## src/design/keypad_edge_repeat_history_top_defines.svh

```systemverilog
// assertion macros for the keypad edge, repeat and history block
// used by keypad_edge_repeat_history_top; expects clk_i and rst_ni in scope
`ifndef KEYPAD_EDGE_REPEAT_HISTORY_TOP_DEFINES_SVH
`define KEYPAD_EDGE_REPEAT_HISTORY_TOP_DEFINES_SVH

`ifndef NO_ASSERTIONS

`define KERH_ASSERT(lbl, prop) \
  lbl: assert property (@(posedge clk_i) disable iff (!rst_ni) (prop)) \
    else $error("kerh: assertion failed");

`define KERH_ASSERT_IMPLY(lbl, pre, post) \
  lbl: assert property (@(posedge clk_i) disable iff (!rst_ni) (pre) |-> (post)) \
    else $error("kerh: implication failed");

`else

`define KERH_ASSERT(lbl, prop)

`define KERH_ASSERT_IMPLY(lbl, pre, post)

`endif

`endif

```

## src/design/kerh_pkg.sv

```systemverilog
// shared constants, codes and interface structs for the keypad block
// used by kerh_history and keypad_edge_repeat_history_top
`timescale 1ns / 1ps

package kerh_pkg;

  // ring depth must be a power of two, index arithmetic wraps by truncation
  localparam int unsigned HISTORY_DEPTH = 16;
  localparam int unsigned KEY_WIDTH     = 16;

  localparam int unsigned HistIdxW  = $clog2(HISTORY_DEPTH);
  localparam int unsigned SeqLenW   = 5;
  localparam int unsigned SeqPosW   = 4;
  localparam int unsigned BackW     = (HistIdxW > SeqLenW) ? HistIdxW : SeqLenW;
  localparam int unsigned IntervalW = 8;
  localparam int unsigned KindW     = 2;
  localparam int unsigned CfgIdxW   = 1;
  localparam int unsigned CfgDataW  = 16;

  localparam logic [SeqLenW-1:0] MaxSeqLen = 5'd16;

  localparam logic [KindW-1:0] KindFrame = 2'd0;
  localparam logic [KindW-1:0] KindSeq   = 2'd1;
  localparam logic [KindW-1:0] KindClear = 2'd2;

  localparam logic [CfgIdxW-1:0] RegRepeatInterval = 1'b0;
  localparam logic [CfgIdxW-1:0] RegRepeatMask     = 1'b1;

  typedef struct packed {
    logic                 wr_en;
    logic [KEY_WIDTH-1:0] wr_data;
    logic                 clr;
    logic                 chk_en;
    logic [KEY_WIDTH-1:0] seq_value;
    logic [SeqLenW-1:0]   seq_length;
  } hist_req_t;

  typedef struct packed {
    logic check_done;
    logic matched;
  } hist_rsp_t;

endpackage

```

## src/design/kerh_history.sv

```systemverilog
// pressed-key history ring and streaming sequence comparator
// depends on kerh_pkg
`timescale 1ns / 1ps

module kerh_history (
  input  logic                clk_i,
  input  logic                rst_ni,
  input  kerh_pkg::hist_req_t req_i,
  output kerh_pkg::hist_rsp_t rsp_o
);

  logic [kerh_pkg::KEY_WIDTH-1:0] ring_q [kerh_pkg::HISTORY_DEPTH];
  logic [kerh_pkg::HistIdxW-1:0]  idx_q;
  logic [kerh_pkg::SeqPosW-1:0]   pos_q;
  logic                           mis_q;

  logic [kerh_pkg::SeqLenW-1:0]  len_c;
  logic [kerh_pkg::SeqLenW-1:0]  pos_ext;
  logic [kerh_pkg::SeqLenW-1:0]  back;
  logic [kerh_pkg::BackW-1:0]    back_w;
  logic [kerh_pkg::HistIdxW-1:0] slot;
  logic [kerh_pkg::HistIdxW-1:0] idx_inc;
  logic                          elem_mis;
  logic                          mis_d;
  logic                          last;

  always_comb begin
    len_c    = (req_i.seq_length > kerh_pkg::MaxSeqLen) ? kerh_pkg::MaxSeqLen
                                                         : req_i.seq_length;
    pos_ext  = {1'b0, pos_q};
    back     = len_c - pos_ext;
    back_w   = kerh_pkg::BackW'(back);
    // entry that this element must equal, counted back from the newest
    slot     = idx_q - back_w[kerh_pkg::HistIdxW-1:0];
    elem_mis = (len_c > pos_ext) && (ring_q[slot] != req_i.seq_value);
    mis_d    = mis_q | elem_mis | (len_c >= kerh_pkg::MaxSeqLen);
    last     = (pos_ext + kerh_pkg::SeqLenW'(1)) >= len_c;
    idx_inc  = (idx_q == kerh_pkg::HistIdxW'(kerh_pkg::HISTORY_DEPTH - 1))
               ? '0 : idx_q + kerh_pkg::HistIdxW'(1);

    rsp_o.check_done = req_i.chk_en & last;
    rsp_o.matched    = req_i.chk_en & last & ~mis_d;
  end

  always_ff @(posedge clk_i or negedge rst_ni) begin
    if (!rst_ni) begin
      for (int i = 0; i < kerh_pkg::HISTORY_DEPTH; i++) begin
        ring_q[i] <= '0;
      end
      idx_q <= '0;
    end else if (req_i.clr) begin
      for (int i = 0; i < kerh_pkg::HISTORY_DEPTH; i++) begin
        ring_q[i] <= '0;
      end
    end else if (req_i.wr_en) begin
      ring_q[idx_q] <= req_i.wr_data;
      idx_q         <= idx_inc;
    end
  end

  always_ff @(posedge clk_i or negedge rst_ni) begin
    if (!rst_ni) begin
      pos_q <= '0;
      mis_q <= 1'b0;
    end else if (req_i.chk_en) begin
      if (last) begin
        pos_q <= '0;
        mis_q <= 1'b0;
      end else begin
        pos_q <= pos_q + kerh_pkg::SeqPosW'(1);
        mis_q <= mis_d;
      end
    end
  end

endmodule

```

## src/design/keypad_edge_repeat_history_top.sv

```systemverilog
// keypad edge detect with auto repeat and pressed-key history, top level
// depends on kerh_pkg, kerh_history and keypad_edge_repeat_history_top_defines.svh
//
//   channel | signals                                   | direction
//   in      | in_valid_i / in_ready_o, kind..seq_length | word in
//   out     | out_valid_o / out_ready_i, pressed..match | word out
//   cfg     | cfg_we_i, cfg_index_i, cfg_wdata_i        | register write
//
// one word per cycle sustained while out_ready_i is high; a word goes through the
// input register, then the edge/repeat logic or one ring compare, into the result
// register. reset clears the valid flags, configuration, frame state and history,
// ring included, with no sweep. when the result register is full and not taken,
// ready drops once the input register is also full; nothing is lost or repeated.
`timescale 1ns / 1ps
`include "keypad_edge_repeat_history_top_defines.svh"

module keypad_edge_repeat_history_top (
  input  logic                             clk_i,
  input  logic                             rst_ni,
  input  logic                             in_valid_i,
  output logic                             in_ready_o,
  input  logic [kerh_pkg::KindW-1:0]       kind_i,
  input  logic [kerh_pkg::KEY_WIDTH-1:0]   raw_keys_i,
  input  logic [kerh_pkg::KEY_WIDTH-1:0]   seq_value_i,
  input  logic [kerh_pkg::SeqLenW-1:0]     seq_length_i,
  output logic                             out_valid_o,
  input  logic                             out_ready_i,
  output logic [kerh_pkg::KEY_WIDTH-1:0]   pressed_keys_o,
  output logic [kerh_pkg::KEY_WIDTH-1:0]   released_keys_o,
  output logic [kerh_pkg::KEY_WIDTH-1:0]   held_keys_out_o,
  output logic [kerh_pkg::KEY_WIDTH-1:0]   repeated_keys_o,
  output logic                             check_done_o,
  output logic                             matched_o,
  input  logic                             cfg_we_i,
  input  logic [kerh_pkg::CfgIdxW-1:0]     cfg_index_i,
  input  logic [kerh_pkg::CfgDataW-1:0]    cfg_wdata_i
);

  // configuration
  logic [kerh_pkg::IntervalW-1:0] interval_q;
  logic [kerh_pkg::KEY_WIDTH-1:0] mask_q;

  // input register
  logic                           s1_valid_q;
  logic [kerh_pkg::KindW-1:0]     s1_kind_q;
  logic [kerh_pkg::KEY_WIDTH-1:0] s1_raw_q;
  logic [kerh_pkg::KEY_WIDTH-1:0] s1_seqv_q;
  logic [kerh_pkg::SeqLenW-1:0]   s1_len_q;

  // frame state; the counter never exceeds the interval so 8 bits suffice
  logic [kerh_pkg::KEY_WIDTH-1:0] held_q,  held_d;
  logic [kerh_pkg::IntervalW-1:0] cnt_q,   cnt_d;
  logic [kerh_pkg::KEY_WIDTH-1:0] rset_q,  rset_d;

  // result register
  logic                           out_valid_q;
  logic [kerh_pkg::KEY_WIDTH-1:0] pressed_q,  pressed_d;
  logic [kerh_pkg::KEY_WIDTH-1:0] released_q, released_d;
  logic [kerh_pkg::KEY_WIDTH-1:0] heldo_q,    heldo_d;
  logic [kerh_pkg::KEY_WIDTH-1:0] repeated_q, repeated_d;
  logic                           done_q,     done_d;
  logic                           match_q,    match_d;

  logic                           out_adv;
  logic                           s1_fire;
  logic [kerh_pkg::KEY_WIDTH-1:0] now;
  logic [kerh_pkg::KEY_WIDTH-1:0] diff;
  logic [kerh_pkg::IntervalW:0]   cnt_next;
  logic                           rep_fire;
  logic [kerh_pkg::KEY_WIDTH-1:0] frame_pressed;
  logic                           frame_upd;

  kerh_pkg::hist_req_t hist_req;
  kerh_pkg::hist_rsp_t hist_rsp;

  assign out_adv    = ~out_valid_q | out_ready_i;
  assign s1_fire    = s1_valid_q & out_adv;
  assign in_ready_o = ~s1_valid_q | out_adv;

  always_comb begin
    now      = ~s1_raw_q;
    diff     = now ^ held_q;
    cnt_next = {1'b0, cnt_q} + (kerh_pkg::IntervalW + 1)'(1);
    rep_fire = cnt_next > {1'b0, interval_q};

    frame_pressed = now & diff;
    if (diff != '0) begin
      rset_d = '0;
      cnt_d  = '0;
    end else if (rep_fire) begin
      // counter parks here, masked keys re-fire every frame
      frame_pressed = frame_pressed | (mask_q & now);
      rset_d        = now;
      cnt_d         = cnt_q;
    end else begin
      rset_d = rset_q;
      cnt_d  = cnt_next[kerh_pkg::IntervalW-1:0];
    end

    frame_upd           = 1'b0;
    held_d              = held_q;
    hist_req.wr_en      = 1'b0;
    hist_req.wr_data    = frame_pressed;
    hist_req.clr        = 1'b0;
    hist_req.chk_en     = 1'b0;
    hist_req.seq_value  = s1_seqv_q;
    hist_req.seq_length = s1_len_q;

    case (s1_kind_q)
      kerh_pkg::KindFrame: begin
        frame_upd      = s1_fire;
        held_d         = now;
        hist_req.wr_en = s1_fire & (frame_pressed != '0);
      end
      kerh_pkg::KindSeq: begin
        hist_req.chk_en = s1_fire;
      end
      kerh_pkg::KindClear: begin
        hist_req.clr = s1_fire;
      end
      default: begin
      end
    endcase
  end

  always_comb begin
    if (s1_kind_q == kerh_pkg::KindFrame) begin
      pressed_d  = frame_pressed;
      released_d = held_q & diff;
      heldo_d    = now;
      repeated_d = rset_d;
      done_d     = 1'b0;
      match_d    = 1'b0;
    end else begin
      pressed_d  = '0;
      released_d = '0;
      heldo_d    = held_q;
      repeated_d = '0;
      done_d     = hist_rsp.check_done;
      match_d    = hist_rsp.matched;
    end
  end

  kerh_history u_history (
    .clk_i  (clk_i),
    .rst_ni (rst_ni),
    .req_i  (hist_req),
    .rsp_o  (hist_rsp)
  );

  always_ff @(posedge clk_i or negedge rst_ni) begin
    if (!rst_ni) begin
      interval_q <= '0;
      mask_q     <= '0;
    end else if (cfg_we_i) begin
      case (cfg_index_i)
        kerh_pkg::RegRepeatInterval: interval_q <= cfg_wdata_i[kerh_pkg::IntervalW-1:0];
        kerh_pkg::RegRepeatMask:     mask_q     <= cfg_wdata_i[kerh_pkg::KEY_WIDTH-1:0];
        default: begin
        end
      endcase
    end
  end

  always_ff @(posedge clk_i or negedge rst_ni) begin
    if (!rst_ni) begin
      s1_valid_q <= 1'b0;
    end else if (in_ready_o) begin
      s1_valid_q <= in_valid_i;
    end
  end

  always_ff @(posedge clk_i) begin
    if (in_valid_i && in_ready_o) begin
      s1_kind_q <= kind_i;
      s1_raw_q  <= raw_keys_i;
      s1_seqv_q <= seq_value_i;
      s1_len_q  <= seq_length_i;
    end
  end

  always_ff @(posedge clk_i or negedge rst_ni) begin
    if (!rst_ni) begin
      held_q <= '0;
      cnt_q  <= '0;
      rset_q <= '0;
    end else if (frame_upd) begin
      held_q <= held_d;
      cnt_q  <= cnt_d;
      rset_q <= rset_d;
    end
  end

  always_ff @(posedge clk_i or negedge rst_ni) begin
    if (!rst_ni) begin
      out_valid_q <= 1'b0;
    end else if (out_adv) begin
      out_valid_q <= s1_valid_q;
    end
  end

  always_ff @(posedge clk_i) begin
    if (s1_fire) begin
      pressed_q  <= pressed_d;
      released_q <= released_d;
      heldo_q    <= heldo_d;
      repeated_q <= repeated_d;
      done_q     <= done_d;
      match_q    <= match_d;
    end
  end

  assign out_valid_o     = out_valid_q;
  assign pressed_keys_o  = pressed_q;
  assign released_keys_o = released_q;
  assign held_keys_out_o = heldo_q;
  assign repeated_keys_o = repeated_q;
  assign check_done_o    = done_q;
  assign matched_o       = match_q;

  `KERH_ASSERT_IMPLY(a_match_needs_done, out_valid_o && matched_o, check_done_o)
  `KERH_ASSERT_IMPLY(a_done_no_frame_edges, out_valid_o && check_done_o, pressed_keys_o == '0 && released_keys_o == '0 && repeated_keys_o == '0)
  `KERH_ASSERT_IMPLY(a_repeat_is_held_set, out_valid_o && repeated_keys_o != '0, repeated_keys_o == held_keys_out_o)
  `KERH_ASSERT(a_ready_when_empty, (s1_valid_q || out_valid_o) || in_ready_o)

endmodule

```

## config.mk

```make
export PLATFORM = sky130hd
export DESIGN_NAME = keypad_edge_repeat_history_top
export DESIGN_NICKNAME = d
export VERILOG_FILES = /design/src/design/kerh_pkg.sv /design/src/design/kerh_history.sv /design/src/design/keypad_edge_repeat_history_top.sv
export VERILOG_INCLUDE_DIRS = /design/src /design/src/design
export SDC_FILE = /design/constraint.sdc
export NUM_CORES = 1
export LEC_CHECK = 0
export ABC_AREA = 1
export BUFFER_PORTS_ARGS = -buffer_cell sky130_fd_sc_hd__buf_2
export CAP_MARGIN = 20
export CORE_ASPECT_RATIO = 0.5
export CORE_UTILIZATION = 25
export DETAILED_ROUTE_END_ITERATION = 7
export GPL_ROUTABILITY_DRIVEN = 0
export PLACE_DENSITY = 0.44
export SETUP_SLACK_MARGIN = 0.05
export SLEW_MARGIN = 20
export SYNTH_ARGS = -nofsm -noshare
export SYNTH_HDL_FRONTEND = slang
export SYNTH_SLANG_ARGS = --single-unit
```

## constraint.sdc

```tcl
create_clock -name clk_i -period 3.5 [get_ports clk_i]
set_clock_uncertainty 0.1 [all_clocks]
set_input_delay 0.35 -clock clk_i [delete_from_list [all_inputs] [get_ports clk_i]]
set_output_delay 0.35 -clock clk_i [all_outputs]
set_load 0.02 [all_outputs]
```

# Word-level counts from Yosys, hierarchy flattened
# Cells that the tools add are included.
[classes]
addsub = 6
magnitude_cmp = 8
eq_ne = 5
n_mux = 23
n_bitwise = 21
reduce_logical = 11
[ops]
columns = ["operator", "n"]
rows = [
  ["256-bit two-way mux", 2],
  ["256-bit bitwise mux", 1],
  ["16-bit two-way mux", 8],
  ["16-bit binary-select mux with 4-bit select", 1],
  ["16-bit demux with 4-bit select", 1],
  ["16-bit bitwise AND", 3],
  ["16-bit nonzero test", 2],
  ["8-bit two-way mux", 2],
  ["16-bit != test", 1],
  ["16-bit inverter", 1],
  ["16-bit bitwise OR", 1],
  ["16-bit XOR", 1],
  ["5-bit greater-or-equal comparator, second input constant", 3],
  ["4-bit inverter with 5-bit output", 2],
  ["8-bit by 1-bit adder with 9-bit output, second input constant", 1],
  ["9-bit by 8-bit greater-than comparator with 1-bit output", 1],
  ["4-bit by 1-bit adder with 4-bit output, second input constant", 2],
  ["4-bit two-way mux", 2],
  ["2-bit AND reduction", 4],
  ["4-bit subtractor", 2],
  ["4-bit by 1-bit adder with 5-bit output, second input constant", 1],
  ["5-bit greater-or-equal comparator", 1],
  ["5-bit by 4-bit greater-than comparator with 1-bit output", 1],
  ["5-bit greater-than comparator, second input constant", 1],
  ["13 further kinds", 29],
]
[totals]
reg_bits = 436
inputBits = 61
out_inout_bits = 68
elab_cells = 110

# Longest topological paths before layout
# Gate-level depths: netlist (run 1).
[depth]
depth_word = 14
mapped_depth = 27
mapped_depth_nobuf = 26

# Modules after synthesis
# Synthesis (run 1) repeated with hierarchy kept, for this count alone.
[hier_totals]
cells_unflattened = 2396
hier_area_um2 = 21006.4
[modules_own_cells]
columns = ["module", "instances", "cells_each", "area_per_inst_um2", "seq_area_each_um2"]
rows = [
  ["kerh_history", 1, 1642, 13203.9, 6631.4],
  ["keypad_edge_repeat_history_top", 1, 754, 7802.5, 4804.6],
]

# Least setup slack after synthesis (run 1)
# Ideal clock, no wire load.
[synth_timing]
path_type = "register to register"
from = "register s1_len_q[4] (netlist name)"
to = "register match_q, in the netlist matched_o (data pin)"
setup_ps = 251
arrival_time_ps = 3120
t_required_ps = 3149
path_slack_ps = 29
stages_incl_launch_ff = 24
n_path_buf = 2
synth_period_minus_slack_ps = 3471
cell_sequence = "edfxtp_1 > inv_1 > a31oi_1 > inv_1 > nand2_1 > inv_1 > fa_1 > inv_1 > fa_1 > clkbuf_1 > buf_1 > nand3_1 > a21oi_1 > o21ai_0 > nand2_1 > nand2_1 > nand2_1 > nor2_1 > nand2_1 > nor2_1 > nand2_1 > nand2_1 > nand2_1 > nor2_1"
[synth_via]
elab_chain_len = 14
word_cells_on_any_way = 18
cone_classes = "add/sub (2); order compare (4); eq/ne (1); mux (4); bitwise (6); reduce/logical (1)"
[synth_rtl]
columns = ["item", "line_no", "source"]
rows = [
  ["start, declared", "keypad_edge_repeat_history_top.sv:48", "logic [kerh_pkg::SeqLenW-1:0] s1_len_q;"],
  ["start signal, assigned", "keypad_edge_repeat_history_top.sv:178", "s1_len_q <= seq_length_i;"],
  ["5-bit greater-than comparator", "kerh_history.sv:28", "len_c = (req_i.seq_length > kerh_pkg::MaxSeqLen) ? kerh_pkg::MaxSeqLen"],
  ["5-bit two-way mux (*)", "kerh_history.sv:28", ""],
  ["4-bit subtractor", "kerh_history.sv:31", "back = len_c - pos_ext;"],
  ["4-bit subtractor", "kerh_history.sv:34", "slot = idx_q - back_w[kerh_pkg::HistIdxW-1:0];"],
  ["4-bit inverter with 5-bit output (implied by the code)", "kerh_history.sv:35", "elem_mis = (len_c > pos_ext) && (ring_q[slot] != req_i.seq_value);"],
  ["16-bit binary-select mux with 4-bit select", "kerh_history.sv:35", ""],
  ["16-bit two-way mux (implied by the code) (2 in a row)", "kerh_history.sv:35", ""],
  ["16-bit != test", "kerh_history.sv:35", ""],
  ["1-bit logical AND", "kerh_history.sv:35", ""],
  ["1-bit bitwise OR (2 in a row)", "kerh_history.sv:36", "mis_d = mis_q | elem_mis | (len_c >= kerh_pkg::MaxSeqLen);"],
  ["1-bit inverter", "kerh_history.sv:42", "rsp_o.matched = req_i.chk_en & last & ~mis_d;"],
  ["1-bit bitwise AND (*)", "kerh_history.sv:42", ""],
  ["end signal, assigned", "keypad_edge_repeat_history_top.sv:209", "match_q <= match_d;"],
  ["end, declared", "keypad_edge_repeat_history_top.sv:62", "logic match_q, match_d;"],
]
# Every way passes the cells marked *; elsewhere a longest branch is shown, timed or not. The select of a mux whose other input is x is not followed.
# A chain may end at the register's enable or synchronous reset.

# Worst setup path after layout (run 1)
[layout_timing]
from = "register s1_len_q[1] (netlist name)"
to = "register u_history.mis_q"
[layout_via]
elab_chain_len = 13
word_cells_on_any_way = 16
cone_classes = "add/sub (2); order compare (4); eq/ne (1); mux (5); bitwise (3); reduce/logical (1)"
[layout_rtl]
columns = ["item", "line_no", "source"]
rows = [
  ["5-bit greater-than comparator", "kerh_history.sv:28", ""],
  ["5-bit two-way mux (*)", "kerh_history.sv:28", ""],
  ["4-bit subtractor", "kerh_history.sv:31", ""],
  ["4-bit subtractor", "kerh_history.sv:34", ""],
  ["4-bit inverter with 5-bit output (implied by the code)", "kerh_history.sv:35", ""],
  ["16-bit binary-select mux with 4-bit select", "kerh_history.sv:35", ""],
  ["16-bit two-way mux (implied by the code) (2 in a row)", "kerh_history.sv:35", ""],
  ["16-bit != test", "kerh_history.sv:35", ""],
  ["1-bit logical AND", "kerh_history.sv:35", ""],
  ["1-bit bitwise OR (2 in a row)", "kerh_history.sv:36", ""],
  ["1-bit two-way mux (*)", "kerh_history.sv:66", "if (last) begin"],
  ["end signal, assigned", "kerh_history.sv:71", "mis_q <= mis_d;"],
  ["end, declared", "kerh_history.sv:15", "logic mis_q;"],
]
# Marks and branches as above.

==> flow_summary.yaml, run 1 <==
grt:
  grt_max_degree: 149
  grt.total_usage_pct: 19.3
  antenna_found_initial: 2
  grt_overflow: 0
  grt_pass1_wl_mm: 131
  grt_pass1_vias: 20000
synth:
  ys.flop_type: "dfrtp_1"
  ys_warn_count: 0
  yosys.area.top_type: "dfrtp_1"
  synth_adder_area_share_pct: 3.60
  synthArstFlopShare_pct: 75.9
  synth_nets: 2895
  synth_top_family_by_area: "simple AND/OR/NAND/NOR gates"
  synth_compound_area_share_pct: 3.76
  synth_edf_count: 105
  yosysUniqueCellTypes: 39
  syn_area_sq_mm: 0.0222
  synth_seq_cells: 436
  synth.mux.area_fraction_pct: 0
  synth-simple-area-share_pct: 33.8
  synth_top_cells_by_count: "nand2_1 (1119), nand3_1 (397), dfrtp_1 (331)"
  synth_most_common_cell: "nand2_1"
  synth_cells: 2772
  avgSynthCellArea_sq_um: 7.99
  seq_area_frac_synth_pct: 51.6
  synth_xor_area_share_pct: 0.277
  synthTopCellsByArea: "dfrtp_1 (37%), nand2_1 (19%), edfxtp_1 (14%), nand3_1 (9.0%), ha_1 (3.3%)"
  yosysTopAreaCellShare_pct: 37.4
final_layout:
  syn2layout_area_growth_pct: 40.4
  drive_gt1_share_pct: 29.0
  num-nets-final: 3264
  nFillCells: 9025
  antenna_cells: 0
  fin_util_pct: 35.8
setup_path:
  critPathMostFrequentCell: "nand2_1"
  cp_slowest_cell: "fa_2"
  crit_required_ps: 3900
  start_kind: "register"
  critical_path_class: "register to register"
  r2r_setup_slack_ps: -340
  worstReg2RegEnd: "u_history.mis_q"
  worstRegToRegCells: 24
  max_stage_delay_ps: 630
  crit_fanout: 8
  endpoint_kind: "register"
  path_cells: "buf_4 -> buf_4 -> nand2_4 -> inv_4 -> fa_1 -> inv_2 -> fa_2 -> inv_4 -> buf_12 -> clkbuf_16 -> nand3_1 -> a21oi_1 -> o21ai_1 -> nand2_1 -> nand2_1 -> nand2_1 -> nor2_1 -> nand2_1 -> nor2_4 -> nand2_4 -> nand2_2 -> nand2_2 -> nand2_1 -> nand2_1"
  critical-path-top-delay-family: "adder cells"
  critPathBufInv: 7
  cp.arrival_ps: 4240
  reg2reg_from: "s1_len_q[1]"
clocking:
  worstSkewPairLatency_ps: 610
  cts_buffers: 47
  cts_root_buf: "clkbuf_16"
  cts.sinks: 436
  clockBufferDepth: 3
  cts_tree: "yes"
  path_clk_slew_ps: 70
  htree_levels: 2
detailed_routing:
  first_pass_iters: 5
  routed_wl_mm: 88.9
  vias_per_cell: 4.72
  vias: 20500
  drc_errors: 0
  wl_per_cell_um: 20.5
  drtIter0Drc: 2001
  ant_nets: 0
sta:
  slew_headroom_pct: 32.8
  fin_crit_sh_pct: 110
  hold_viol_final: 0
  worst_pin_slew_ps: 1010
  rsz0062_at_grt: "yes"
  setup_viol: 246
  layout_min_cycle_time_ps: 3840
  maxSlewViolCount: 0
  fmax_mhz: 261
  fin_ws_ps: -337
min_path:
  hp-class: "primary input to async pin"
die:
  core-area_sq_mm: 0.0869
  die_height_um: 212
  die_w_um: 423
  ios: 129
  initial_core_util_pct: 25.5
  design.die.area_sq_mm: 0.0899
  rows: 76
placement:
  dp_hpwl_mm: 57.9
  place_ws_ps: -777
  numPortBuffers: 128
outcome:
  violations: "negative setup slack"
  status: "finished with violations"
power_and_ir_drop:
  powerDensity_mw_per_mm2: 916
  vdd_drop_max_uv: 660
  p_leak_nw: 15.2
run:
  max_cap_viol_count: 0
[worst register-to-register path: stages (launching register included)]
cell	delay (ps)
edfxtp_1	400
buf_4	150
buf_4	130
nand2_4	70
inv_4	40
fa_1	490
inv_2	60
fa_2	630
inv_4	90
buf_12	170
clkbuf_16	180
nand3_1	80
a21oi_1	60
o21ai_1	230
nand2_1	80
nand2_1	60
nand2_1	50
nor2_1	110
nand2_1	100
nor2_4	130
nand2_4	100
nand2_2	70
nand2_2	50
nand2_1	60
nand2_1	40
[placed cells by master, fill, tap and decap left out, types with 12 or more instances in the layout]
| master | synthesis | routed |
|---|---|---|
| a21oi_1 | 42 | 38 |
| buf_12 | 1 | 61 |
| buf_16 | 0 | 12 |
| buf_2 | 11 | 127 |
| buf_4 | 9 | 147 |
| buf_6 | 19 | 48 |
| clkbuf_16 | 0 | 59 |
| dfrtp_1 | 331 | 331 |
| dlygate4sd3_1 | 0 | 59 |
| edfxtp_1 | 105 | 105 |
| ha_1 | 59 | 54 |
| inv_1 | 188 | 168 |
| nand2_1 | 1119 | 937 |
| nand2_2 | 6 | 148 |
| nand2_4 | 1 | 41 |
| nand3_1 | 397 | 242 |
| nand3_2 | 10 | 146 |
| nand3_4 | 10 | 31 |
| nand3b_1 | 17 | 17 |
| nand4_1 | 21 | 21 |
| nor2_1 | 145 | 131 |
| nor3_1 | 15 | 14 |
| o21ai_0 | 109 | 94 |
[timing repair]
item | in CTS | in global routing
hold buffers | 59 | 0
setup endpoints to repair | 265 | 271
resized for setup | 268 | 336
pin swaps | 110 | 199
buffers inserted | 46 | 21
gates cloned | 16 | 9
hold endpoints to repair | 136 | 0
[state kept, by name, indices dropped and copies added, names as in the netlist, 4 cells and up]
register and cells:
mask_q 16, held_keys_out_o 16, interval_q 8, rset_q 16, u_history.ring_q 256, cnt_q 8, s1_raw_q 16, released_keys_o 16
held_q 16, s1_len_q 5, u_history.idx_q 4, pressed_keys_o 16, repeated_keys_o 16, s1_seqv_q 16, u_history.pos_q 4
[per-layer routing]
metal / global-route usage, % / vias to the layer above / routed length [um]
li1: - / 9672 / -
met1: 27.2 / 10100 / 41700
met2: 30.3 / 564 / 40200
met3: 3.45 / 129 / 4700
met4: 5.33 / 2 / 2200
met5: 0 / - / 12
[stage by stage]
stage	hold slack (ps)	cells	area (sq um)	power [mW]	TNS [ps]
after floorplan	-45.6	2772	22200	14.2	0
after global routing	246	4343	31100	30.3	-69150
final	196	4343	31100	28.5	-24470
after detailed placement	329	4119	25600	20.7	-49250
after CTS	215	4320	29500	27.6	-11130
after global placement	327	4119	25600	20.6	-38830
[kinds of logic after synthesis]
logic type               after synthesis
flip-flops                           436
AO/OA/AOI/OAI                        162
buffers and inverters                352
AND/OR/NAND/NOR                     1753
adder cells (fa/ha/maj)               62
XOR/XNOR                               7
[power breakdown]
| group | internal (mW) | switching [mW] | leakage, nW | total (mW) |
|---|---|---|---|---|
| Combinational | 6.64 | 10.3 | 8.89 | 17.0 |
| Sequential | 5.86 | 0.382 | 5.55 | 6.24 |
| Clock | 3.03 | 2.25 | 0.764 | 5.29 |
[final cells by class]
class	count	area (sq um)	share of cell area, %
sequential	436	11400	36.8
clock buffer	66	1380	4.44
inverter	200	878	2.82
tap	1170	1460	4.71
clock inverter	15	180	0.579
multi-input combinational	1986	11000	35.4
timing repair buffer	470	4750	15.3
[how the worst max path moves through the flow]
stage / start / end / cells past startpoint
floorplan: s1_len_q[4] / matched_o / 23
global placement: s1_len_q[4] / u_history.mis_q / 25
detailed placement: s1_len_q[4] / u_history.mis_q / 25
CTS: s1_len_q[4] / matched_o / 25
global route: s1_len_q[1] / matched_o / 23
finish: s1_len_q[1] / u_history.mis_q / 24
Note: power is estimated with default switching activity, not from simulation.
==> run 2: changes to the inputs <==
--- a/config.mk
+++ b/config.mk
@@ -7,7 +7,7 @@
 export NUM_CORES = 1
 export LEC_CHECK = 0
 export ABC_AREA = 1
-export BUFFER_PORTS_ARGS = -buffer_cell sky130_fd_sc_hd__buf_2
+export BUFFER_PORTS_ARGS = -buffer_cell sky130_fd_sc_hd__buf_4
 export CAP_MARGIN = 20
 export CORE_ASPECT_RATIO = 0.5
 export CORE_UTILIZATION = 25
==> run 2 against run 1 <==
The flow still finishes with violations (negative setup slack). Routed wire length is 0.62% lower. Clock power is 2% lower. Sequential share of layout area is 0.56 points lower. Maximum frequency is 1.7% lower. Sequential power hardly changed. Global-route usage is 0.12 points lower. Sequential cell count stayed put. Critical path type unchanged. Critical endpoint unchanged.
==> flow_summary.yaml, run 2 (synthesis gave the netlist of run 1 again) <==
final_layout:
  fin_area_sq_mm: 0.0316
  instances_no_fill: 4361
  largest_reg_flops: 256
  layout_commonest_cell: "nand2_1"
  drive_gt1_share_pct: 30.9
  num-nets-final: 3279
  layout_common_cells: "nand2_1 (914), dfrtp_1 (331), buf_4 (292), nand3_1 (230), nand2_2 (172)"
  syn2layout_area_growth_pct: 42.5
  top_register: "u_history.ring_q"
  antenna_cells: 0
grt:
  grt_max_degree: 92
  grt_pass1_wl_mm: 130
  antenna_found_initial: 0
  grt.total_usage_pct: 19.2
  grt_overflow: 0
  grt_pass1_vias: 19900
outcome:
  status: "finished with violations"
  violations: "negative setup slack"
placement:
  placed_area_sq_mm: 0.0261
  placed_cells: 4137
  dp_hpwl_mm: 59.0
  place_ws_ps: -781
  numPortBuffers: 128
setup_path:
  critical-path-top-delay-family: "adder cells"
  critPathMostFrequentCell: "nand2_1"
  critical_path_class: "register to register"
  crit_fanout: 6
  critPathBufInv: 8
  max_stage_delay_ps: 660
  start_kind: "register"
  cp_slowest_cell: "fa_2"
  crit_required_ps: 3890
  endpoint_kind: "register"
  cp.arrival_ps: 4290
sta:
  maxSlewViolCount: 0
  slew_headroom_pct: 38.1
  fmax_mhz: 256
  fin_crit_sh_pct: 112
  worst_pin_slew_ps: 929
  rsz0062_at_grt: "yes"
  fin_ws_ps: -405
  fin_tns_setup_ps: -3940
  hold_viol_final: 0
  setup_viol: 93
  whs_ps: 278
  layout_min_cycle_time_ps: 3900
detailed_routing:
  drc_errors: 0
  first_pass_iters: 5
  drtIter0Drc: 1625
  vias: 20600
  wl_per_cell_um: 20.3
  ant_nets: 0
  vias_per_cell: 4.71
  routed_wl_mm: 88.3
power_and_ir_drop:
  p_leak_nw: 15.3
  vdd_drop_max_uv: 599
  powerDensity_mw_per_mm2: 916
die:
  initial_core_util_pct: 25.5
  ios: 129
  die_height_um: 212
  rows: 76
  design.die.area_sq_mm: 0.0899
  core-area_sq_mm: 0.0869
  die_w_um: 423
clocking:
  cts_root_buf: "clkbuf_16"
  cts_buffers: 47
  cts_tree: "yes"
  clockBufferDepth: 3
  worstSkewPairLatency_ps: 610
  path_clk_slew_ps: 70
  htree_levels: 2
  cts.sinks: 436
min_path:
  hp-class: "primary input to register"
run:
  max_cap_viol_count: 0
==> run 2: cell types whose count changed in the layout (fill, tap and decap cells not counted), moves of 7 or more <==
| cell | change |
|---|---|
| buf_2 | -127 |
| buf_4 | +145 |
| clkinv_2 | +8 |
| nand2_1 | -23 |
| nand2_2 | +24 |
| nand3_1 | -12 |
| nand3_2 | +17 |
| nor2_1 | -7 |
| nor2_4 | +7 |
==> run 2: final cells by class <==
| class | instances | area, sq um |
|---|---|---|
| Clock inverter | 20 | 179 |
| Inverter | 200 | 883 |
| Multi-Input combinational cell | 1986 | 11200 |
| Clock buffer | 64 | 1350 |
| Tap cell | 1170 | 1460 |
| Fill cell | 8981 | 55300 |
| Timing Repair Buffer | 484 | 5080 |
| Sequential cell | 436 | 11400 |
| Timing Repair inverter | 1 | 20.0 |
==> run 2: worst register-to-register path, cell delays in order, from the launching register on <==
cell and delay, ps:
edfxtp_1 370, inv_2 60, a31oi_4 160, inv_2 50
nand2_2 80, inv_2 50, fa_1 520, inv_2 50
fa_2 660, inv_4 70, buf_12 130, buf_16 140
buf_6 120, nand3_4 70, a21oi_2 60, o21ai_2 230
nand2_1 80, nand2_1 60, nand2_1 50, nor2_1 90
nand2_1 60, nor2_2 140, nand2_2 140, nand2_1 90
nand2_1 60, nand2_1 60, nand2_1 50
==> run 2: through the flow <==
stage / total power [mW] / utilization, %
after floorplan: 14.2 / -
after global placement: 20.9 / 30.0
after detailed placement: 21.0 / 30.0
after CTS: 27.8 / 34.7
after global routing: 30.7 / 36.3
final: 28.9 / 36.3
==> run 2: final timing paths <==
kind | startpoint | endpoint | slack [ps] | cells after the start
worst max-delay path | s1_len_q[4] | u_history.mis_q | -400 | 26
worst min-delay path | cfg_we_i | interval_q[4] | 280 | 4
worst max register to register | s1_len_q[4] | u_history.mis_q | -400 | 26
worst min register to register | rset_q[12] | rset_q[12] | 390 | 2
max in group asynchronous | rst_ni | u_history.ring_q[55] | 2100 | 3
min in group asynchronous | rst_ni | u_history.pos_q[2] | 320 | 2
==> run 2: repair_timing <==
action,CTS,global route
setup endpoints to repair,262,269
cloned,18,7
resized for setup,341,321
hold endpoints to repair,148,0
hold buffers,59,0
buffers inserted,51,14
pin swaps,127,199
==> run 2: routing by layer <==
layer / GRT usage, % / wire, um / vias up
li1: - / - / 9709
met1: 27.4 / 41000 / 10200
met2: 31.0 / 40400 / 547
met3: 2.55 / 4960 / 110
met4: 4.03 / 2060 / 0
met5: 0 / 0 / -
==> run 2: where the power goes <==
part	total [mW]	internal (mW)	switching (mW)
sequential	6.25	5.86	0.395
clock	5.17	2.93	2.24
combinational	17.5	7.05	10.5
